==> config.mk <==
export PLATFORM = sky130hd
export DESIGN_NAME = romaji_to_hiragana_converter_unit
export DESIGN_NICKNAME = d
export VERILOG_FILES = /design/src/rtl/r2h_pkg.sv /design/src/rtl/r2h_ctrl.sv /design/src/rtl/r2h_datapath.sv /design/src/rtl/romaji_to_hiragana_converter_unit.sv
export SDC_FILE = /design/constraint.sdc
export NUM_CORES = 1
export LEC_CHECK = 0
export BUFFER_PORTS_ARGS = -buffer_cell sky130_fd_sc_hd__buf_4
export CAP_MARGIN = 20
export CORE_MARGIN = 2
export CORE_UTILIZATION = 40
export DETAILED_ROUTE_END_ITERATION = 8
export SLEW_MARGIN = 10
export SYNTH_ARGS = -nofsm -noshare
export SYNTH_HDL_FRONTEND = slang
export SYNTH_HIERARCHICAL = 1
export SYNTH_SLANG_ARGS = --single-unit
==> constraint.sdc <==
create_clock -name i_clk -period 10.62 [get_ports i_clk]
set_input_delay 1.062 -clock i_clk [delete_from_list [all_inputs] [get_ports i_clk]]
set_output_delay 1.062 -clock i_clk [all_outputs]
set_load 0.03 [all_outputs]
==> src/rtl/r2h_pkg.sv <==
`default_nettype none
package r2h_pkg;

    localparam int MaxPending = 2;
    localparam int LetDepth   = MaxPending + 1;
    localparam int LetIdxW    = $clog2(LetDepth);
    localparam int LetW       = 5;
    localparam int LenW       = $clog2(LetDepth + 1);
    localparam int CodeW      = 14;
    localparam int QDepth     = 4;
    localparam int QIdxW      = $clog2(QDepth);
    localparam int QCntW      = $clog2(QDepth + 1);

    localparam logic [CodeW-1:0] KanaN        = 14'h3093;
    localparam logic [CodeW-1:0] KanaSmallTsu = 14'h3063;

    typedef enum logic [1:0] {
        OP_KEY       = 2'd0,
        OP_BACKSPACE = 2'd1,
        OP_CLEAR     = 2'd2,
        OP_TOGGLE    = 2'd3
    } t_op;

    typedef enum logic [2:0] {
        KIND_NONE   = 3'd0,
        KIND_RAW    = 3'd1,
        KIND_KANA   = 3'd2,
        KIND_DELETE = 3'd3,
        KIND_CLEAR  = 3'd4
    } t_kind;

    typedef enum logic [2:0] {
        ST_IDLE,
        ST_DECODE,
        ST_CONV,
        ST_FLUSH,
        ST_TAIL,
        ST_OUT
    } t_state;

    typedef struct packed {
        logic hit;
        logic [CodeW-1:0] k0;
        logic [CodeW-1:0] k1;
    } t_kana;

    typedef struct packed {
        logic load;
        logic append;
        logic conv_step;
        logic flush_step;
        logic emit_key;
        logic backspace;
        logic clear;
        logic toggle;
        logic pop;
    } t_cmd;

    typedef struct packed {
        t_op  op;
        logic is_letter;
        logic kana_mode;
        logic len_zero;
        logic conv_stop;
        logic out_last;
    } t_status;

    function automatic t_kana kp(input logic [CodeW-1:0] k0, input logic [CodeW-1:0] k1);
        t_kana r;
        r.hit = 1'b1;
        r.k0  = k0;
        r.k1  = k1;
        return r;
    endfunction

    function automatic logic [7:0] lc(input logic [LetW-1:0] l);
        return 8'h61 + {3'b000, l};
    endfunction

    // three-letter rows: sh?, ch?, tsu and the consonant + y + vowel family
    function automatic t_kana tri_lookup(input logic [7:0] a, input logic [7:0] b,
                                         input logic [7:0] c);
        t_kana r;
        logic [CodeW-1:0] sm;
        r = '0;
        case (c)
            "a": sm = 14'h3083;
            "i": sm = 14'h3043;
            "u": sm = 14'h3085;
            "o": sm = 14'h3087;
            default: sm = '0;
        endcase
        if (a == "s" && b == "h") begin
            if (c == "i") r = kp(14'h3057, '0);
            else if (c != "e" && sm != '0) r = kp(14'h3057, sm);
        end else if (a == "c" && b == "h") begin
            if (c == "i") r = kp(14'h3061, '0);
            else if (c != "e" && sm != '0) r = kp(14'h3061, sm);
        end else if (a == "t" && b == "s") begin
            if (c == "u") r = kp(14'h3064, '0);
        end else if (b == "y" && sm != '0) begin
            case (a)
                "t": r = kp(14'h3061, sm);
                "n": r = kp(14'h306B, sm);
                "h": r = kp(14'h3072, sm);
                "m": r = kp(14'h307F, sm);
                "r": r = kp(14'h308A, sm);
                "g": r = kp(14'h304E, sm);
                "b": r = kp(14'h3073, sm);
                "p": r = kp(14'h3074, sm);
                "k": r = kp(14'h304D, sm);
                "j": if (c != "i") r = kp(14'h3058, sm);
                default: r = '0;
            endcase
        end
        return r;
    endfunction

    function automatic t_kana bi_lookup(input logic [7:0] a, input logic [7:0] b);
        t_kana r;
        r = '0;
        case ({a, b})
            "ka": r = kp(14'h304B, '0); "ki": r = kp(14'h304D, '0);
            "ku": r = kp(14'h304F, '0); "ke": r = kp(14'h3051, '0);
            "ko": r = kp(14'h3053, '0);
            "sa": r = kp(14'h3055, '0); "si": r = kp(14'h3057, '0);
            "su": r = kp(14'h3059, '0); "se": r = kp(14'h305B, '0);
            "so": r = kp(14'h305D, '0);
            "ta": r = kp(14'h305F, '0); "ti": r = kp(14'h3061, '0);
            "tu": r = kp(14'h3064, '0); "te": r = kp(14'h3066, '0);
            "to": r = kp(14'h3068, '0);
            "na": r = kp(14'h306A, '0); "ni": r = kp(14'h306B, '0);
            "nu": r = kp(14'h306C, '0); "ne": r = kp(14'h306D, '0);
            "no": r = kp(14'h306E, '0);
            "ha": r = kp(14'h306F, '0); "hi": r = kp(14'h3072, '0);
            "hu": r = kp(14'h3075, '0); "he": r = kp(14'h3078, '0);
            "ho": r = kp(14'h307B, '0);
            "ma": r = kp(14'h307E, '0); "mi": r = kp(14'h307F, '0);
            "mu": r = kp(14'h3080, '0); "me": r = kp(14'h3081, '0);
            "mo": r = kp(14'h3082, '0);
            "ya": r = kp(14'h3084, '0); "yu": r = kp(14'h3086, '0);
            "yo": r = kp(14'h3088, '0);
            "ra": r = kp(14'h3089, '0); "ri": r = kp(14'h308A, '0);
            "ru": r = kp(14'h308B, '0); "re": r = kp(14'h308C, '0);
            "ro": r = kp(14'h308D, '0);
            "wa": r = kp(14'h308F, '0); "wi": r = kp(14'h3090, '0);
            "we": r = kp(14'h3091, '0); "wo": r = kp(14'h3092, '0);
            "ga": r = kp(14'h304C, '0); "gi": r = kp(14'h304E, '0);
            "gu": r = kp(14'h3050, '0); "ge": r = kp(14'h3052, '0);
            "go": r = kp(14'h3054, '0);
            "za": r = kp(14'h3056, '0); "zi": r = kp(14'h3058, '0);
            "zu": r = kp(14'h305A, '0); "ze": r = kp(14'h305C, '0);
            "zo": r = kp(14'h305E, '0);
            "da": r = kp(14'h3060, '0); "di": r = kp(14'h3062, '0);
            "du": r = kp(14'h3065, '0); "de": r = kp(14'h3067, '0);
            "do": r = kp(14'h3069, '0);
            "ba": r = kp(14'h3070, '0); "bi": r = kp(14'h3073, '0);
            "bu": r = kp(14'h3076, '0); "be": r = kp(14'h3079, '0);
            "bo": r = kp(14'h307C, '0);
            "pa": r = kp(14'h3071, '0); "pi": r = kp(14'h3074, '0);
            "pu": r = kp(14'h3077, '0); "pe": r = kp(14'h307A, '0);
            "po": r = kp(14'h307D, '0);
            "fa": r = kp(14'h3075, 14'h3041); "fi": r = kp(14'h3075, 14'h3043);
            "fu": r = kp(14'h3075, '0);       "fe": r = kp(14'h3075, 14'h3047);
            "fo": r = kp(14'h3075, 14'h3049);
            "ja": r = kp(14'h3058, 14'h3083); "ji": r = kp(14'h3058, '0);
            "ju": r = kp(14'h3058, 14'h3085); "je": r = kp(14'h3058, 14'h3047);
            "jo": r = kp(14'h3058, 14'h3087);
            "nn": r = kp(KanaN, '0);
            default: r = '0;
        endcase
        return r;
    endfunction

    function automatic t_kana vowel_lookup(input logic [7:0] a);
        t_kana r;
        r = '0;
        case (a)
            "a": r = kp(14'h3042, '0);
            "i": r = kp(14'h3044, '0);
            "u": r = kp(14'h3046, '0);
            "e": r = kp(14'h3048, '0);
            "o": r = kp(14'h304A, '0);
            default: r = '0;
        endcase
        return r;
    endfunction

    function automatic logic is_double(input logic [7:0] a);
        return a == "b" || a == "c" || a == "d" || a == "f" || a == "g" || a == "h" ||
               a == "j" || a == "k" || a == "m" || a == "p" || a == "r" || a == "s" ||
               a == "t" || a == "w" || a == "y" || a == "z";
    endfunction

    // single letter that still leads some row
    function automatic logic is_start(input logic [7:0] a);
        return !(a == "l" || a == "q" || a == "v" || a == "x");
    endfunction

    // two letters that still lead a three-letter row
    function automatic logic is_tri_prefix(input logic [7:0] a, input logic [7:0] b);
        return (a == "s" && b == "h") || (a == "c" && b == "h") || (a == "t" && b == "s") ||
               (b == "y" && (a == "t" || a == "n" || a == "h" || a == "m" || a == "r" ||
                             a == "g" || a == "b" || a == "p" || a == "k" || a == "j"));
    endfunction

endpackage
`default_nettype wire

==> src/rtl/r2h_ctrl.sv <==
`default_nettype none
module r2h_ctrl (
    input  wire logic            i_clk,
    input  wire logic            i_rst_n,
    input  wire logic            i_in_valid,
    output logic                 o_in_ready,
    output logic                 o_out_valid,
    input  wire logic            i_out_ready,
    input  wire r2h_pkg::t_status i_status,
    output r2h_pkg::t_cmd        o_cmd
);

    r2h_pkg::t_state r_state, n_state;

    always_ff @(posedge i_clk) begin
        if (!i_rst_n) begin
            r_state <= r2h_pkg::ST_IDLE;
        end else begin
            r_state <= n_state;
        end
    end

    always_comb begin
        n_state = r_state;
        case (r_state)
            r2h_pkg::ST_IDLE: begin
                if (i_in_valid) n_state = r2h_pkg::ST_DECODE;
            end
            r2h_pkg::ST_DECODE: begin
                case (i_status.op)
                    r2h_pkg::OP_KEY: begin
                        if (!i_status.kana_mode) n_state = r2h_pkg::ST_OUT;
                        else if (i_status.is_letter) n_state = r2h_pkg::ST_CONV;
                        else n_state = r2h_pkg::ST_FLUSH;
                    end
                    r2h_pkg::OP_TOGGLE: n_state = r2h_pkg::ST_FLUSH;
                    default: n_state = r2h_pkg::ST_OUT;
                endcase
            end
            r2h_pkg::ST_CONV: begin
                if (i_status.conv_stop) n_state = r2h_pkg::ST_OUT;
            end
            r2h_pkg::ST_FLUSH: begin
                if (i_status.len_zero) n_state = r2h_pkg::ST_TAIL;
            end
            r2h_pkg::ST_TAIL: n_state = r2h_pkg::ST_OUT;
            r2h_pkg::ST_OUT: begin
                if (i_out_ready && i_status.out_last) n_state = r2h_pkg::ST_IDLE;
            end
            default: n_state = r2h_pkg::ST_IDLE;
        endcase
    end

    always_comb begin
        o_cmd       = '0;
        o_in_ready  = 1'b0;
        o_out_valid = 1'b0;
        case (r_state)
            r2h_pkg::ST_IDLE: begin
                o_in_ready = 1'b1;
                o_cmd.load = i_in_valid;
            end
            r2h_pkg::ST_DECODE: begin
                case (i_status.op)
                    r2h_pkg::OP_KEY: begin
                        if (!i_status.kana_mode) o_cmd.emit_key = 1'b1;
                        else if (i_status.is_letter) o_cmd.append = 1'b1;
                    end
                    r2h_pkg::OP_BACKSPACE: o_cmd.backspace = 1'b1;
                    r2h_pkg::OP_CLEAR:     o_cmd.clear = 1'b1;
                    default: ;
                endcase
            end
            r2h_pkg::ST_CONV:  o_cmd.conv_step = !i_status.conv_stop;
            r2h_pkg::ST_FLUSH: o_cmd.flush_step = !i_status.len_zero;
            r2h_pkg::ST_TAIL: begin
                if (i_status.op == r2h_pkg::OP_KEY) o_cmd.emit_key = 1'b1;
                else o_cmd.toggle = 1'b1;
            end
            r2h_pkg::ST_OUT: begin
                o_out_valid = 1'b1;
                o_cmd.pop   = i_out_ready;
            end
            default: ;
        endcase
    end

`ifndef NO_ASSERTIONS
    a_accept_decodes: assert property (@(posedge i_clk) disable iff (!i_rst_n)
        (i_in_valid && o_in_ready) |=> r_state == r2h_pkg::ST_DECODE)
        else $error("accepted request did not move to decode");
    a_last_returns_idle: assert property (@(posedge i_clk) disable iff (!i_rst_n)
        (o_out_valid && i_out_ready && i_status.out_last) |=> o_in_ready)
        else $error("no return to idle after last result");
    a_no_overlap: assert property (@(posedge i_clk) disable iff (!i_rst_n)
        !(o_in_ready && o_out_valid))
        else $error("input and output sides active together");
`endif

endmodule
`default_nettype wire

==> src/rtl/r2h_datapath.sv <==
`default_nettype none
module r2h_datapath (
    input  wire logic                         i_clk,
    input  wire logic                         i_rst_n,
    input  wire r2h_pkg::t_cmd                i_cmd,
    input  wire logic [1:0]                   i_opcode,
    input  wire logic [7:0]                   i_key_byte,
    output r2h_pkg::t_status                  o_status,
    output logic [2:0]                        o_kind,
    output logic [r2h_pkg::CodeW-1:0]         o_code,
    output logic [1:0]                        o_pending_count,
    output logic                              o_kana_mode
);

    r2h_pkg::t_op                    r_op;
    logic [7:0]                      r_key;
    logic [r2h_pkg::LetW-1:0]        r_let [r2h_pkg::LetDepth];
    logic [r2h_pkg::LetW-1:0]        n_let [r2h_pkg::LetDepth];
    logic [r2h_pkg::LenW-1:0]        r_len, n_len;
    logic                            r_mode, n_mode;
    r2h_pkg::t_kind                  r_q_kind [r2h_pkg::QDepth];
    logic [r2h_pkg::CodeW-1:0]       r_q_code [r2h_pkg::QDepth];
    logic [r2h_pkg::QCntW-1:0]       r_q_cnt, n_q_cnt;
    logic [r2h_pkg::QIdxW-1:0]       r_rd, n_rd;

    logic [7:0]                      fold_key;
    logic                            key_letter;
    logic [7:0]                      c0, c1, c2;
    r2h_pkg::t_kana                  hit3, hit2, hit1;
    logic                            len_ge2, len_eq3;

    // one step: up to two pushes, then drop some letters
    logic [1:0]                      push_n;
    r2h_pkg::t_kind                  push_k0;
    logic [r2h_pkg::CodeW-1:0]       push_c0, push_c1;
    logic [r2h_pkg::LenW-1:0]        drop;
    logic                            conv_stop;

    assign fold_key   = (r_key >= "A" && r_key <= "Z") ? r_key + 8'h20 : r_key;
    assign key_letter = fold_key >= "a" && fold_key <= "z";

    assign c0 = r2h_pkg::lc(r_let[0]);
    assign c1 = r2h_pkg::lc(r_let[1]);
    assign c2 = r2h_pkg::lc(r_let[2]);
    assign len_ge2 = r_len >= r2h_pkg::LenW'(2);
    assign len_eq3 = r_len == r2h_pkg::LenW'(3);
    assign hit3 = r2h_pkg::tri_lookup(c0, c1, c2);
    assign hit2 = r2h_pkg::bi_lookup(c0, c1);
    assign hit1 = r2h_pkg::vowel_lookup(c0);

    always_comb begin
        push_n    = 2'd0;
        push_k0   = r2h_pkg::KIND_KANA;
        push_c0   = '0;
        push_c1   = '0;
        drop      = '0;
        conv_stop = (r_len == '0);
        if (i_cmd.conv_step || i_cmd.flush_step) begin
            push_n = 2'd1;
            drop   = r2h_pkg::LenW'(1);
            if (i_cmd.flush_step) begin
                if (r_len == r2h_pkg::LenW'(1) && c0 == "n") begin
                    push_c0 = r2h_pkg::KanaN;
                end else begin
                    push_k0 = r2h_pkg::KIND_RAW;
                    push_c0 = r2h_pkg::CodeW'(c0);
                end
            end else if (len_ge2 && c0 == "n" && !(c1 == "a" || c1 == "i" || c1 == "u" ||
                         c1 == "e" || c1 == "o" || c1 == "y" || c1 == "n")) begin
                // n before a consonant
                push_c0 = r2h_pkg::KanaN;
            end else if (len_ge2 && c0 == c1 && r2h_pkg::is_double(c0)) begin
                push_c0 = r2h_pkg::KanaSmallTsu;
            end else if (len_eq3 && hit3.hit) begin
                push_c0 = hit3.k0;
                push_c1 = hit3.k1;
                push_n  = (hit3.k1 != '0) ? 2'd2 : 2'd1;
                drop    = r2h_pkg::LenW'(3);
            end else if (len_ge2 && hit2.hit) begin
                push_c0 = hit2.k0;
                push_c1 = hit2.k1;
                push_n  = (hit2.k1 != '0) ? 2'd2 : 2'd1;
                drop    = r2h_pkg::LenW'(2);
            end else if (hit1.hit) begin
                push_c0 = hit1.k0;
            end else if (len_ge2 && c0 == "n") begin
                push_c0 = r2h_pkg::KanaN;
            end else begin
                push_k0 = r2h_pkg::KIND_RAW;
                push_c0 = r2h_pkg::CodeW'(c0);
            end
        end else if (i_cmd.emit_key) begin
            push_n  = 2'd1;
            push_k0 = r2h_pkg::KIND_RAW;
            push_c0 = r2h_pkg::CodeW'(r_key);
        end else if (i_cmd.backspace && r_len == '0) begin
            push_n  = 2'd1;
            push_k0 = r2h_pkg::KIND_DELETE;
        end else if (i_cmd.clear) begin
            push_n  = 2'd1;
            push_k0 = r2h_pkg::KIND_CLEAR;
        end
        // status side: waiting letters that may still complete a row end the pass
        if (r_len == r2h_pkg::LenW'(1) && c0 != "n" && hit1.hit == 1'b0 &&
            r2h_pkg::is_start(c0)) begin
            conv_stop = 1'b1;
        end else if (r_len == r2h_pkg::LenW'(1) && c0 == "n") begin
            conv_stop = 1'b1;
        end else if (r_len == r2h_pkg::LenW'(2) && !hit2.hit &&
                     !(c0 == "n" && !(c1 == "a" || c1 == "i" || c1 == "u" ||
                                      c1 == "e" || c1 == "o" || c1 == "y" || c1 == "n")) &&
                     !(c0 == c1 && r2h_pkg::is_double(c0)) && !hit1.hit && c0 != "n" &&
                     r2h_pkg::is_tri_prefix(c0, c1)) begin
            conv_stop = 1'b1;
        end
    end

    always_comb begin
        n_len  = r_len;
        n_mode = r_mode;
        for (int i = 0; i < r2h_pkg::LetDepth; i++) begin
            n_let[i] = r_let[i];
        end
        if (i_cmd.append) begin
            n_let[r_len[r2h_pkg::LetIdxW-1:0]] = r2h_pkg::LetW'(fold_key - 8'h61);
            n_len = r_len + r2h_pkg::LenW'(1);
        end else if (i_cmd.conv_step || i_cmd.flush_step) begin
            for (int i = 0; i < r2h_pkg::LetDepth; i++) begin
                if (i + int'(drop) < r2h_pkg::LetDepth) n_let[i] = r_let[i + int'(drop)];
            end
            if (i_cmd.flush_step && r_len == r2h_pkg::LenW'(1)) n_len = '0;
            else n_len = r_len - drop;
        end else if (i_cmd.backspace && r_len != '0) begin
            n_len = r_len - r2h_pkg::LenW'(1);
        end else if (i_cmd.clear) begin
            n_len = '0;
        end
        if (i_cmd.toggle) n_mode = !r_mode;
    end

    always_comb begin
        n_q_cnt = r_q_cnt;
        n_rd    = r_rd;
        if (i_cmd.load) begin
            n_q_cnt = '0;
            n_rd    = '0;
        end else begin
            if (r_q_cnt + r2h_pkg::QCntW'(push_n) > r2h_pkg::QCntW'(r2h_pkg::QDepth))
                n_q_cnt = r2h_pkg::QCntW'(r2h_pkg::QDepth);
            else
                n_q_cnt = r_q_cnt + r2h_pkg::QCntW'(push_n);
            if (i_cmd.pop) n_rd = r_rd + r2h_pkg::QIdxW'(1);
        end
    end

    always_ff @(posedge i_clk) begin
        if (!i_rst_n) begin
            r_len   <= '0;
            r_mode  <= 1'b1;
            r_q_cnt <= '0;
            r_rd    <= '0;
        end else begin
            r_len   <= n_len;
            r_mode  <= n_mode;
            r_q_cnt <= n_q_cnt;
            r_rd    <= n_rd;
        end
    end

    always_ff @(posedge i_clk) begin
        if (i_cmd.load) begin
            r_op  <= r2h_pkg::t_op'(i_opcode);
            r_key <= i_key_byte;
        end
        for (int i = 0; i < r2h_pkg::LetDepth; i++) begin
            r_let[i] <= n_let[i];
        end
        for (int i = 0; i < r2h_pkg::QDepth; i++) begin
            if (push_n != 2'd0 && r2h_pkg::QCntW'(i) == r_q_cnt) begin
                r_q_kind[i] <= push_k0;
                r_q_code[i] <= push_c0;
            end else if (push_n == 2'd2 &&
                         r2h_pkg::QCntW'(i) == r_q_cnt + r2h_pkg::QCntW'(1)) begin
                r_q_kind[i] <= r2h_pkg::KIND_KANA;
                r_q_code[i] <= push_c1;
            end
        end
    end

    assign o_status.op        = r_op;
    assign o_status.is_letter = key_letter;
    assign o_status.kana_mode = r_mode;
    assign o_status.len_zero  = r_len == '0;
    assign o_status.conv_stop = conv_stop;
    assign o_status.out_last  = (r_q_cnt == '0) ||
                                ({1'b0, r_rd} + r2h_pkg::QCntW'(1) == r_q_cnt);

    assign o_kind = (r_q_cnt == '0) ? r2h_pkg::KIND_NONE : r_q_kind[r_rd];
    assign o_code = (r_q_cnt == '0) ? '0 : r_q_code[r_rd];
    assign o_pending_count = r_len;
    assign o_kana_mode     = r_mode;

`ifndef NO_ASSERTIONS
    a_queue_bound: assert property (@(posedge i_clk) disable iff (!i_rst_n)
        r_q_cnt <= r2h_pkg::QCntW'(r2h_pkg::QDepth))
        else $error("result queue overran");
    a_idle_len: assert property (@(posedge i_clk) disable iff (!i_rst_n)
        i_cmd.load |-> r_len <= r2h_pkg::LenW'(r2h_pkg::MaxPending))
        else $error("too many pending letters between requests");
    a_append_grows: assert property (@(posedge i_clk) disable iff (!i_rst_n)
        i_cmd.append |=> r_len == $past(r_len) + r2h_pkg::LenW'(1))
        else $error("append did not grow pending letters");
`endif

endmodule
`default_nettype wire

==> src/rtl/romaji_to_hiragana_converter_unit.sv <==
`default_nettype none
// Channel   Dir  tdata (low bit up)                            tuser        tlast
// s_axis    in   key_byte[7:0]                                 opcode[1:0]  -
// m_axis    out  code[13:0], pending_count[15:14], kana_mode   kind[2:0]    last
//
// One request at a time: an accept state and a decode state; then for a letter in kana
// mode conversion steps until the pass stops, for a non-letter key or a toggle one
// flush step per pending letter and a tail state, while backspace, clear and keys
// outside kana mode go straight on; then each result in queue order until taken.
// Reset is synchronous, active low: no letters pending, kana mode on.
// A stalled result holds in the result queue; no request is taken until the
// last result of the current request is taken.
module romaji_to_hiragana_converter_unit (
    input  wire logic        i_clk,
    input  wire logic        i_rst_n,
    input  wire logic        s_axis_tvalid,
    output logic             s_axis_tready,
    input  wire logic [7:0]  s_axis_tdata,   // key_byte
    input  wire logic [1:0]  s_axis_tuser,   // opcode
    output logic             m_axis_tvalid,
    input  wire logic        m_axis_tready,
    output logic [23:0]      m_axis_tdata,   // code, pending_count, kana_mode, zero pad
    output logic [2:0]       m_axis_tuser,   // kind
    output logic             m_axis_tlast
);

    r2h_pkg::t_cmd             cmd;
    r2h_pkg::t_status          status;
    logic [r2h_pkg::CodeW-1:0] code;
    logic [1:0]                pending_count;
    logic                      kana_mode;

    r2h_ctrl u_ctrl (
        .i_clk       (i_clk),
        .i_rst_n     (i_rst_n),
        .i_in_valid  (s_axis_tvalid),
        .o_in_ready  (s_axis_tready),
        .o_out_valid (m_axis_tvalid),
        .i_out_ready (m_axis_tready),
        .i_status    (status),
        .o_cmd       (cmd)
    );

    r2h_datapath u_datapath (
        .i_clk           (i_clk),
        .i_rst_n         (i_rst_n),
        .i_cmd           (cmd),
        .i_opcode        (s_axis_tuser),
        .i_key_byte      (s_axis_tdata),
        .o_status        (status),
        .o_kind          (m_axis_tuser),
        .o_code          (code),
        .o_pending_count (pending_count),
        .o_kana_mode     (kana_mode)
    );

    assign m_axis_tdata = {7'd0, kana_mode, pending_count, code};
    assign m_axis_tlast = status.out_last;

endmodule
`default_nettype wire
**Yosys cells after proc, flatten, opt, wreduce, memory -nomap -nowiden**

Memory sizes are Yosys's and may differ from the RTL's. A register that Yosys moved wholly into a read port is not among the register bits.
Index checks and enable logic that the tools add are counted.
Widths: inputs -> output; s select.

- Add/subtract/negate cells: 14
- Multiplexer cells: 150
- Bitwise operators: 11
- $lt $le $gt $ge: 11
- Equality and inequality tests: 144
- Reductions and logical operators: 106

Operators with widths:

| cell | number |
|---|---|
| $pmux 29 s76 | 1 |
| $eq 16x15->1 const B | 78 |
| $eq 8x7->1 const B | 39 |
| $mux 14 | 22 |
| $mux 29 | 10 |
| $pmux 29 s10 | 1 |
| $pmux 29 s5 | 1 |
| $mux 3 | 23 |
| $lt 32x3->1 const B | 2 |
| $mux 2 | 32 |
| $pmux 14 s4 | 1 |
| $mux 1 | 46 |
| $reduce_bool 14->1 | 3 |
| $logic_and 1x1->1 | 39 |
| $logic_or 1x1->1 | 38 |
| $mux 15 | 2 |
| $reduce_or 14->1 | 2 |
| $add 7x5->8 const A | 3 |
| $ne 8x7->1 const B | 3 |
| $mux 5 | 4 |
| $pmux 3 s6 | 1 |
| $ge 8x7->1 const B | 2 |
| $le 8x7->1 const B | 2 |
| $mux 8 | 2 |
| other kinds (41) | 79 |

- Bits in writable memories: 83
- Register bits: 21
- Output and inout bits: 30
- Memories kept: 3

Memory list:

| name | words | width | rd ports | clocked after memory_dff | write ports | RTL line | source |
|---|---|---|---|---|---|---|---|
| u_datapath.r_q_code | 4 | 14 | 1 | 1 | 2 | r2h_datapath.sv:22 | `logic [r2h_pkg::CodeW-1:0] r_q_code [r2h_pkg::QDepth];` |
| u_datapath.r_let | 3 | 5 | 6 | 0 | 3 | r2h_datapath.sv:17 | `logic [r2h_pkg::LetW-1:0] r_let [r2h_pkg::LetDepth];` |
| u_datapath.r_q_kind | 4 | 3 | 1 | 1 | 2 | r2h_datapath.sv:21 | `r2h_pkg::t_kind r_q_kind [r2h_pkg::QDepth];` |

**Depth between registers and ports, before layout**

Gate-level depths: netlist (run 1).
An unclocked memory read counts as a cell.

- Depth in word-level cells: 39
- Gate-level depth with buffers: 26
- Depth with buffers taken out: 22

**Cells and area by module**

Netlist (run 1), hierarchy kept.

Modules (own cells, without submodules):

| module | times used | sequential area each (um^2) | cells an instance | area each (um^2) |
|---|---|---|---|---|
| r2h_datapath | 1 | 2342.2 | 886 | 7977.7 |
| r2h_ctrl | 1 | 60.1 | 50 | 391.6 |
| romaji_to_hiragana_converter_unit | 1 | 0.0 | 9 | 63.8 |

**Worst setup path before layout (run 1)**

OpenSTA, ideal clock, no wires.

- Kind: reg-to-reg
- Start: mem u_datapath/r_let[1][0] (netlist name)
- End: reg u_datapath/r_q_cnt[1] (netlist name)
- Data required time: 10.540 ns
- Clock period less this slack: 5.143 ns
- Data arrival time: 5.063 ns
- Setup slack: 5.477 ns
- Path buffers: 3
- Stages on the path, launching flop included: 23
- Cells stage by stage: edfxtp_1 > buf_4 > inv_1 > ha_1 > and2b_2 > o2bb2ai_1 > a221o_1 > a221o_1 > or4_4 > nor2_1 > a41oi_1 > o21ai_0 > buf_4 > nor4b_1 > or2_2 > clkbuf_1 > nor3b_1 > nand2b_1 > and2_1 > ha_1 > inv_1 > fa_1 > nor3b_1

RTL lines:

| item | RTL line | source |
|---|---|---|
| start, declared | r2h_datapath.sv:17 |  |
| end signal, assigned | r2h_datapath.sv:165 | `r_q_cnt <= n_q_cnt;` |
| end, declared | r2h_datapath.sv:23 | `logic [r2h_pkg::QCntW-1:0] r_q_cnt, n_q_cnt;` |

==> flow_summary.json, run 1 <==
{
  "nets": 971,
  "start_util_pct": 40.37,
  "relSlewSlack_pct": 33.40,
  "slew_viol_final": 0,
  "ys_ff_latch": 86,
  "cp_cell_sequence": "ha_1 -> nor2_1 -> o21ba_1 -> o22ai_4 -> a222oi_1 -> nand4bb_1 -> or4_4 -> nor2_1 -> a41oi_1 -> o21ai_0 -> nor4b_1 -> or2_2 -> nor3b_1 -> nand2b_1 -> and2_1 -> ha_1 -> inv_1 -> fa_1 -> nor3b_1",
  "critPathKind": "reg -> reg",
  "synth_cells": 945,
  "htree_levels": 3,
  "fin_ws_ns": 3.857,
  "total_power_mw": 1.115,
  "synth_top_area_cell": "edfxtp_1",
  "initialDrtViolationCount": 1044,
  "fmaxAchievable_ghz": 0.1479,
  "yosys-top-cells-area": "edfxtp_1 (24%), dfxtp_1 (4.3%), ha_1 (4.0%)",
  "antenna_found_initial": 0,
  "slowest_stage": "edfxtp_1",
  "synth_edf_count": 68,
  "setup_viol": 0,
  "grt_util_all_layers_pct": 23.66,
  "finalHoldViolations": 0,
  "post-synth-top-count-cell": "nand2_1",
  "cts_tree": "built",
  "wl_mm": 26.48,
  "dp_hpwl_mm": 20.03,
  "gr-total-overflow": 0,
  "cts_buffers": 9,
  "leakage_nw": 3.183,
  "synth-main-ff-cell": "edfxtp_1",
  "cts_buffer_depth": 2,
  "syn_to_final_growth_pct": 5.593,
  "clk_latency_ns": 0.35,
  "place.gp.congestion": 1.022,
  "start_kind": "flop",
  "post-route-period-util_pct": 63.69,
  "grt_max_degree": 30,
  "vias_per_cell": 6.342,
  "synth_top_area_share_pct": 24.21,
  "die_w_um": 149.2,
  "netlist_area_mm2": 0.008433,
  "drv_cap": 0,
  "dr.pass1.iters": 6,
  "pre_cts_ws_ns": 4.006,
  "layout-drive-gt1-share_pct": 16.06,
  "post-route-drc-count": 0,
  "timing.hold.ws_ns": 0.4675,
  "cp.arrival_ns": 7.04,
  "vias": 7668,
  "ant_nets": 0,
  "num_rows": 53,
  "synthTopCellsByCount": "nand2_1 (83), nor2_1 (72), edfxtp_1 (68)",
  "io_buffer_count": 32,
  "dieArea_mm2": 0.02226,
  "cts.sinks": 86,
  "path_buf_inv": 1,
  "required_ns": 10.90,
  "timing.setup.tns_ns": 0,
  "wire_per_inst_um": 21.90,
  "rsz0062_at_grt": "no",
  "diodes": 0,
  "ir_worst_vdd_mv": 0.09056,
  "grt_pass1_wl_mm": 40.56,
  "clock_skew_ns": 0.007976,
  "grt_pass1_vias": 7089,
  "crit_family": "simple AND/OR/NAND/NOR gates",
  "avgSynthCellArea_um2": 8.924,
  "hold_buffers": 0,
  "worst_pin_slew_ns": 0.9852,
  "fin_area_mm2": 0.008905,
  "powerDensity_mw_per_mm2": 125.2,
  "synth_warnings": 6,
  "placed_area_mm2": 0.008623,
  "die_y_um": 149.2,
  "cp_max_fo": 19,
  "ys_seq_area_share_pct": 28.49,
  "crit_path_max_incr_delay_ns": 0.74,
  "cts_setup_buffers": 0,
  "cts-root-buf": "clkbuf_16",
  "ys_async_sr_fraction_pct": 0,
  "end_kind": "flop",
  "status": "finished, final reports clean",
  "core_area_mm2": 0.02089,
  "cts.clk_slew.worst_paths_ns": 0.07,
  "hp-class": "reg -> reg",
  "synth.distinct_cells": 129,
  "fin_crit_ns": 6.763,
  "cts_resized": 0,
  "num_io_pins": 44
}
cells by family (layout without fill, tap and decap cells):
group / count (synthesis) / after routing / share of synthesized area [%]
other: 2 / 11 / 0.08905
adder cells (fa/ha/maj): 28 / 28 / 4.243
AND/OR/NAND/NOR: 374 / 374 / 24.76
multiplexers: 45 / 45 / 7.344
buffers and inverters: 103 / 83 / 6.973
flip-flops: 86 / 86 / 28.49
XOR/XNOR: 23 / 23 / 2.567
AO/OA/AOI/OAI: 284 / 284 / 25.53
layout make-up:
class | instances | area (um^2)
clock inverters | 7 | 56.30
multi-input cells | 765 | 5483
inverters | 29 | 108.9
clock buffers | 9 | 225.2
flip-flops and latches | 86 | 2402
fillers | 2070 | 11980
repair buffers | 38 | 285.3
well taps | 275 | 344.1
through the flow:
stage | util, % | instances
after floorplan | - | 954
after global placement | 41.28 | 1193
after detailed placement | 41.28 | 1193
after CTS | 42.63 | 1209
after global routing | 42.63 | 1209
final | 42.63 | 1209
cell usage in the layout, fill, tap and decap left out, drive strengths merged, types with 8 or more instances in the layout:
master | netlist | routed
ha | 27 | 27
a21boi | 8 | 8
and3 | 15 | 15
inv | 29 | 32
or2 | 10 | 10
a31oi | 13 | 13
a21oi | 53 | 53
clkbuf | 20 | 9
nand4 | 10 | 10
nor2 | 75 | 75
o22ai | 22 | 22
nand3 | 35 | 35
nor4 | 11 | 11
nor2b | 26 | 26
nor3b | 10 | 10
dfxtp | 18 | 18
o21a | 11 | 11
o21ai | 58 | 58
a21o | 9 | 9
nand2 | 84 | 84
nor3 | 19 | 19
xnor2 | 18 | 18
and2 | 26 | 26
buf | 54 | 38
nand2b | 12 | 12
mux2i | 24 | 24
a211oi | 13 | 13
nand3b | 8 | 8
mux4 | 12 | 12
o2111ai | 8 | 8
edfxtp | 68 | 68
conb | 2 | 11
mux2 | 9 | 9
flip-flops by register name, indices dropped and copies added (netlist names), named ones only:
name and cells:
u_datapath/r_q_kind 12, u_datapath/o_pending_count 2, u_datapath/r_let 15, u_datapath/r_key 8, u_datapath/r_op 2, u_datapath/o_kana_mode 1, u_datapath/r_q_cnt 3, u_datapath/r_rd 2
u_datapath/r_q_code 36, u_ctrl/r_state 3
path summary, 6_finish.rpt:
path,start,endpoint,slack [ns],depth (start not counted)
setup / recovery,u_datapath/r_let[0][0],u_datapath/r_q_cnt[1],3.86,19
hold / removal,u_datapath/r_q_kind[2][2],u_datapath/r_q_kind[2][2],0.47,2
setup reg to reg,u_datapath/r_let[0][0],u_datapath/r_q_cnt[1],3.86,19
hold reg to reg,u_datapath/r_q_kind[2][2],u_datapath/r_q_kind[2][2],0.47,2
routing by layer:
metal | wire, um | global-route usage [%]
met5 | 0 | 0
met4 | 1226 | 11.14
met3 | 1848 | 4.281
met2 | 11800 | 36.96
met1 | 11600 | 31.75
power by group:
| part | total, mW | switching (mW) | internal (mW) |
|---|---|---|---|
| logic | 0.347 | 0.213 | 0.134 |
| registers | 0.463 | 0.0505 | 0.413 |
| clock network | 0.304 | 0.143 | 0.162 |
worst reg2reg max path, delay by kind of cell, from the launching register on:
family                     cells  cell delay [ns]
and+or+nand+nor               10             3.07
adders and majority gates      3             1.27
buffers and inverters          1             0.06
AOI/OAI and AO/OA              5             1.56
DFF                            1             0.74
No activity file was read; power rests on OpenSTA's default activity.
==> run 2, diff against run 1 <==
Clock period 10.62 ns to 5.7 ns, I/O delays scaled along.
==> run 2 against run 1 <==
Net effect: combinational power up 97%; die area unchanged; via count up 2.4%; sequential share of layout area down 1.6 points; sequential power up 85%; first-iteration DRC count down 18%; clock skew up 0.0041 ns; hold slack worse by 0.079 ns; critical path type unchanged; highest routed layer unchanged.
==> flow_summary.json, run 2 (same netlist as run 1, synthesis figures left out) <==
{
  "antenna_found_initial": 0,
  "power_frac_comb_pct": 31.9,
  "dr.pass1.iters": 7,
  "cts-root-buf": "clkbuf_16",
  "vias_per_cell": 6.160,
  "pwr-share-clk_pct": 28.0,
  "num_rows": 53,
  "dp_hpwl_mm": 22.14,
  "p_seq_share_pct": 40.2,
  "worst_pin_slew_ns": 0.9825,
  "start_util_pct": 40.37,
  "pre_cts_ws_ns": -0.007077,
  "cts_tree": "built",
  "ir_worst_vdd_mv": 0.1811,
  "cp_max_fo": 12,
  "required_ns": 5.98,
  "htree_levels": 3,
  "gr-total-overflow": 0,
  "core_area_mm2": 0.02089,
  "fill_cells": 2029,
  "vias": 7854,
  "largest_register_ffs": 36,
  "drv_cap": 0,
  "clk_latency_ns": 0.35,
  "ant_nets": 0,
  "timing.setup.tns_ns": 0,
  "grt_util_all_layers_pct": 25.65,
  "die_w_um": 149.2,
  "syn_to_final_growth_pct": 12.24,
  "final_common_cell": "buf_4",
  "place.gp.congestion": 1.024,
  "start_kind": "flop",
  "grt_max_degree": 19,
  "clock_skew_ns": 0.01208,
  "top_regs": "u_datapath/r_q_code: 36 flops, u_datapath/r_let: 15 flops, u_datapath/r_q_kind: 12 flops",
  "post-route-drc-count": 0,
  "powerDensity_mw_per_mm2": 225.9,
  "p_sw_share_pct": 36.71,
  "wl_mm": 28.27,
  "diodes": 0,
  "die_y_um": 149.2,
  "finalHoldViolations": 0,
  "cp.arrival_ns": 5.59,
  "grt_pass1_vias": 7483,
  "end_kind": "flop",
  "relSlewSlack_pct": 33.81,
  "timing.hold.ws_ns": 0.3886,
  "rsz0062_at_grt": "no",
  "final_cell_mix": "buf_4 (103), nand2_1 (83), nor2_1 (71)",
  "fin_crit_ns": 5.311,
  "cts_buffer_depth": 2,
  "post-route-period-util_pct": 93.17,
  "hold_buffers": 0,
  "fin_ws_ns": 0.3890,
  "num_io_pins": 44,
  "leakage_nw": 3.521,
  "dieArea_mm2": 0.02226,
  "initialDrtViolationCount": 858,
  "slew_viol_final": 0,
  "io_buffer_count": 32,
  "setup_viol": 0,
  "final_cells": 1275,
  "nets": 1037,
  "top_register": "u_datapath/r_q_code",
  "cts_buffers": 9,
  "fmaxAchievable_ghz": 0.1883,
  "status": "finished, final reports clean",
  "critPathKind": "reg -> reg",
  "wire_per_inst_um": 22.17,
  "cts.clk_slew.worst_paths_ns": 0.07,
  "cts.sinks": 86,
  "p_sw_mw": 0.7849,
  "grt_pass1_wl_mm": 43.67,
  "layout-drive-gt1-share_pct": 22.30,
  "fin_util_pct": 45.31,
  "dpl.cell_count": 1254,
  "power.internal_mw": 1.353,
  "hp-class": "in -> reg"
}
run 2: repair_timing:
item                                    CTS  global route
endpoints found under the setup margin    3            68
resized for setup                         2             8
buffers inserted                          0             5
pin swaps                                 0             2
gates cloned                              0             0
hold endpoints to repair                  0             0
run 2: area by class of cell:
type / count / area, um^2 / area share, %
multi-input combinational: 765 / 5515 / 58.27
sequential: 86 / 2402 / 25.38
timing repair buffer: 104 / 793.3 / 8.381
tap: 275 / 344.1 / 3.635
clock buffer: 9 / 225.2 / 2.379
inverter: 29 / 108.9 / 1.150
clock inverter: 7 / 76.32 / 0.8063
run 2: worst max-delay path, cell delays in order, from the launching register on:
cell,delay (ns)
edfxtp_1,0.50
buf_4,0.21
ha_4,0.19
and3b_1,0.40
o32ai_1,0.23
a31o_1,0.25
o2bb2ai_1,0.17
o2111ai_2,0.20
or3_2,0.59
nor2_1,0.20
a41oi_1,0.16
o21ai_1,0.24
nor4b_2,0.09
or2_2,0.32
nor3b_2,0.21
nand2b_1,0.20
and2_1,0.22
ha_1,0.17
inv_1,0.06
fa_1,0.40
nor3b_1,0.19
run 2: power groups by stage:
stage | combinational (mW) | clock, mW | sequential [mW]
finish | 0.682 | 0.598 | 0.858
global route | 0.741 | 0.634 | 0.872
CTS | 0.678 | 0.610 | 0.857
detailed placement | 0.676 | 0 | 0.871
global placement | 0.676 | 0 | 0.869
floorplan | 0.522 | 0 | 0.820
run 2: per-stage QoR:
step	cell area (um^2)	total power, mW
2_1_floorplan	8467	1.342
3_3_place_gp	9094	1.545
3_5_place_dp	9094	1.547
4_1_cts	9397	2.144
5_1_grt	9465	2.247
6_report	9465	2.138
run 2: worst paths after layout:
path | to | cells past startpoint | startpoint | slack [ns]
max reg2reg | u_datapath/r_q_cnt[1] | 20 | u_datapath/r_let[1][1] | 0.39
max | u_datapath/r_q_cnt[1] | 20 | u_datapath/r_let[1][1] | 0.39
min | u_datapath/r_key[7] | 1 | s_axis_tdata[7] | 0.39
min reg2reg | u_datapath/r_q_kind[2][2] | 2 | u_datapath/r_q_kind[2][2] | 0.47
run 2: routing by layer:
layer	routed length, um	GRT usage [%]	up-vias
li1	-	-	3665
met5	0	0	-
met1	12390	35.45	3773
met3	2282	5.076	72
met4	1069	10.05	0
met2	12530	39.47	344
==> run 3, diff against run 2 <==
Clock period 5.7 ns to 6.5 ns, I/O delays scaled along.
==> run 3 against run 2 <==
Net effect: combinational power shrank 15%; die area stayed put; maximum frequency decreased by 11%; core utilization down 1.5 points; sequential power decreased by 12%; final cell count decreased by 2.8%; design area is 3.2% lower; sequential cell count is the same; non-clock buffer count is 36 lower; hold slack better by 0.075 ns; highest routed layer unchanged; first-iteration DRC count is 3.1% higher.
==> flow_summary.json, run 3 (same netlist as run 1, synthesis figures left out) <==
{
  "fin_crit_ns": 5.942,
  "cp_max_fo": 12,
  "vias": 7830,
  "powerDensity_mw_per_mm2": 205.0,
  "critPathKind": "reg -> reg",
  "slew_viol_final": 0,
  "power.internal_mw": 1.208,
  "fin_ws_ns": 0.5583,
  "ir_worst_vdd_mv": 0.1543,
  "dieArea_mm2": 0.02226,
  "cts_resized": 0,
  "clock_skew_ns": 0.007510,
  "fmaxAchievable_ghz": 0.1683,
  "io_buffer_count": 32,
  "p_sw_mw": 0.6699,
  "grt_max_degree": 28,
  "start_kind": "flop",
  "gr-usage-met1_pct": 33.76,
  "initialDrtViolationCount": 885,
  "top_usage_layer": "met2",
  "vias_per_cell": 6.320,
  "htree_levels": 3,
  "slowest_stage": "a21boi_1",
  "p_seq_share_pct": 40.1,
  "post-route-drc-count": 0,
  "antenna_found_initial": 0,
  "drv_cap": 0,
  "nets": 1001,
  "die_y_um": 149.2,
  "final_common_cell": "nand2_1",
  "pre_cts_ws_ns": 0.6397,
  "total_power_mw": 1.878,
  "cts.clk_slew.worst_paths_ns": 0.07,
  "worst_pin_slew_ns": 0.9016,
  "syn_to_final_growth_pct": 8.605,
  "cts.sinks": 86,
  "grt_pass1_wl_mm": 42.17,
  "cp.arrival_ns": 6.04,
  "setup_viol": 0,
  "grt_pass1_vias": 7292,
  "layout-drive-gt1-share_pct": 18.67,
  "status": "finished, final reports clean",
  "start_util_pct": 40.37,
  "top_register": "u_datapath/r_q_code",
  "met2_usage_pct": 37.90,
  "rsz0062_at_grt": "no",
  "cts_tree": "built",
  "required_ns": 6.60,
  "cts_setup_buffers": 0,
  "timing.setup.tns_ns": 0,
  "grt_util_all_layers_pct": 24.79,
  "relSlewSlack_pct": 39.26,
  "largest_register_ffs": 36,
  "hp-class": "reg -> reg",
  "ant_nets": 0,
  "p_sw_share_pct": 35.68,
  "dp_hpwl_mm": 21.26,
  "dr.pass1.iters": 6,
  "place.gp.congestion": 1.030,
  "hold_buffers": 0,
  "finalHoldViolations": 0,
  "cp_cell_sequence": "buf_4 -> inv_1 -> ha_1 -> inv_1 -> nor3_2 -> a21boi_1 -> nor2_1 -> o21ai_4 -> or4_4 -> nor2_1 -> a41oi_1 -> o21ai_0 -> nor4b_1 -> nand2b_1 -> a211o_1 -> nor2_8 -> inv_2 -> nor4_4 -> mux2_4",
  "post-route-period-util_pct": 91.41,
  "power_frac_comb_pct": 30.9,
  "wl_mm": 27.66,
  "num_rows": 53,
  "pwr-share-clk_pct": 29.0,
  "end_kind": "flop",
  "num_io_pins": 44,
  "leakage_nw": 3.340,
  "core_area_mm2": 0.02089,
  "cts-root-buf": "clkbuf_16",
  "global_route.usage.met3_pct": 5.352,
  "wire_per_inst_um": 22.32,
  "crit_path_max_incr_delay_ns": 0.61,
  "gr-total-overflow": 0,
  "cts_buffers": 9,
  "top_regs": "u_datapath/r_q_code: 36 flops, u_datapath/r_let: 15 flops, u_datapath/r_q_kind: 12 flops",
  "die_w_um": 149.2,
  "final_cell_mix": "nand2_1 (83), nor2_1 (72), edfxtp_1 (68)",
  "clk_latency_ns": 0.35,
  "diodes": 0,
  "cts_buffer_depth": 2
}
## run 3: cell types whose count changed in the layout (fill, tap and decap cells not counted), moves of 2 or more
cell,change
buf_4,-36
ha_1,+2
inv_6,+2
o21ai_0,+2
o21ai_1,-2
## run 3: layout make-up
class,count,area (um^2)
clock buffer,9,225.2
clock inverter,7,87.58
multi-input combinational,765,5483
tap,275,344.1
fill,2053,11730
inverter,29,108.9
sequential,86,2402
timing repair buffer,68,508.0
## run 3: per-stage QoR
stage | utilization [%] | std cells | instance area [um^2] | hold WS, ns
final | 43.85 | 1239 | 9159 | 0.4639
after global routing | 43.85 | 1239 | 9159 | 0.4567
after CTS | 43.82 | 1238 | 9154 | 0.4598
after detailed placement | 42.32 | 1222 | 8841 | 0.4523
after global placement | 42.32 | 1222 | 8841 | 0.4544
after floorplan | - | 954 | 8467 | 0.4308
## run 3: power groups by stage
stage	sequential (mW)	clock, mW	combinational (mW)
after CTS	0.752	0.561	0.576
final	0.753	0.545	0.580
after global routing	0.764	0.579	0.625
after global placement	0.764	0	0.574
after floorplan	0.719	0	0.458
after detailed placement	0.764	0	0.574
## run 3: critical path: cells and delay by family (launching register included)
kind                       cells  cell delay, ns
and+or+nand+nor                8            2.14
buffers and inverters          4            0.63
AOI/OAI and AO/OA              5            1.78
DFF                            1            0.39
muxes                          1            0.35
adders and majority gates      1            0.39
## run 3: worst paths after layout
| kind | from | to | slack [ns] | cells after the start |
|---|---|---|---|---|
| setup / recovery | u_datapath/r_let[0][1] | u_datapath/r_q_code[1][2] | 0.56 | 19 |
| hold / removal | u_datapath/r_q_kind[2][2] | u_datapath/r_q_kind[2][2] | 0.46 | 2 |
| setup reg to reg | u_datapath/r_let[0][1] | u_datapath/r_q_code[1][2] | 0.56 | 19 |
| hold reg to reg | u_datapath/r_q_kind[2][2] | u_datapath/r_q_kind[2][2] | 0.46 | 2 |
## run 3: per-layer routing
layer | routed length (um) | part of all wire [%] | up-vias
met5 | 0 | 0 | -
met4 | 1212 | 4.4 | 0
met3 | 2284 | 8.3 | 72
met2 | 12160 | 44 | 397
met1 | 12000 | 43 | 3772
li1 | - | - | 3589
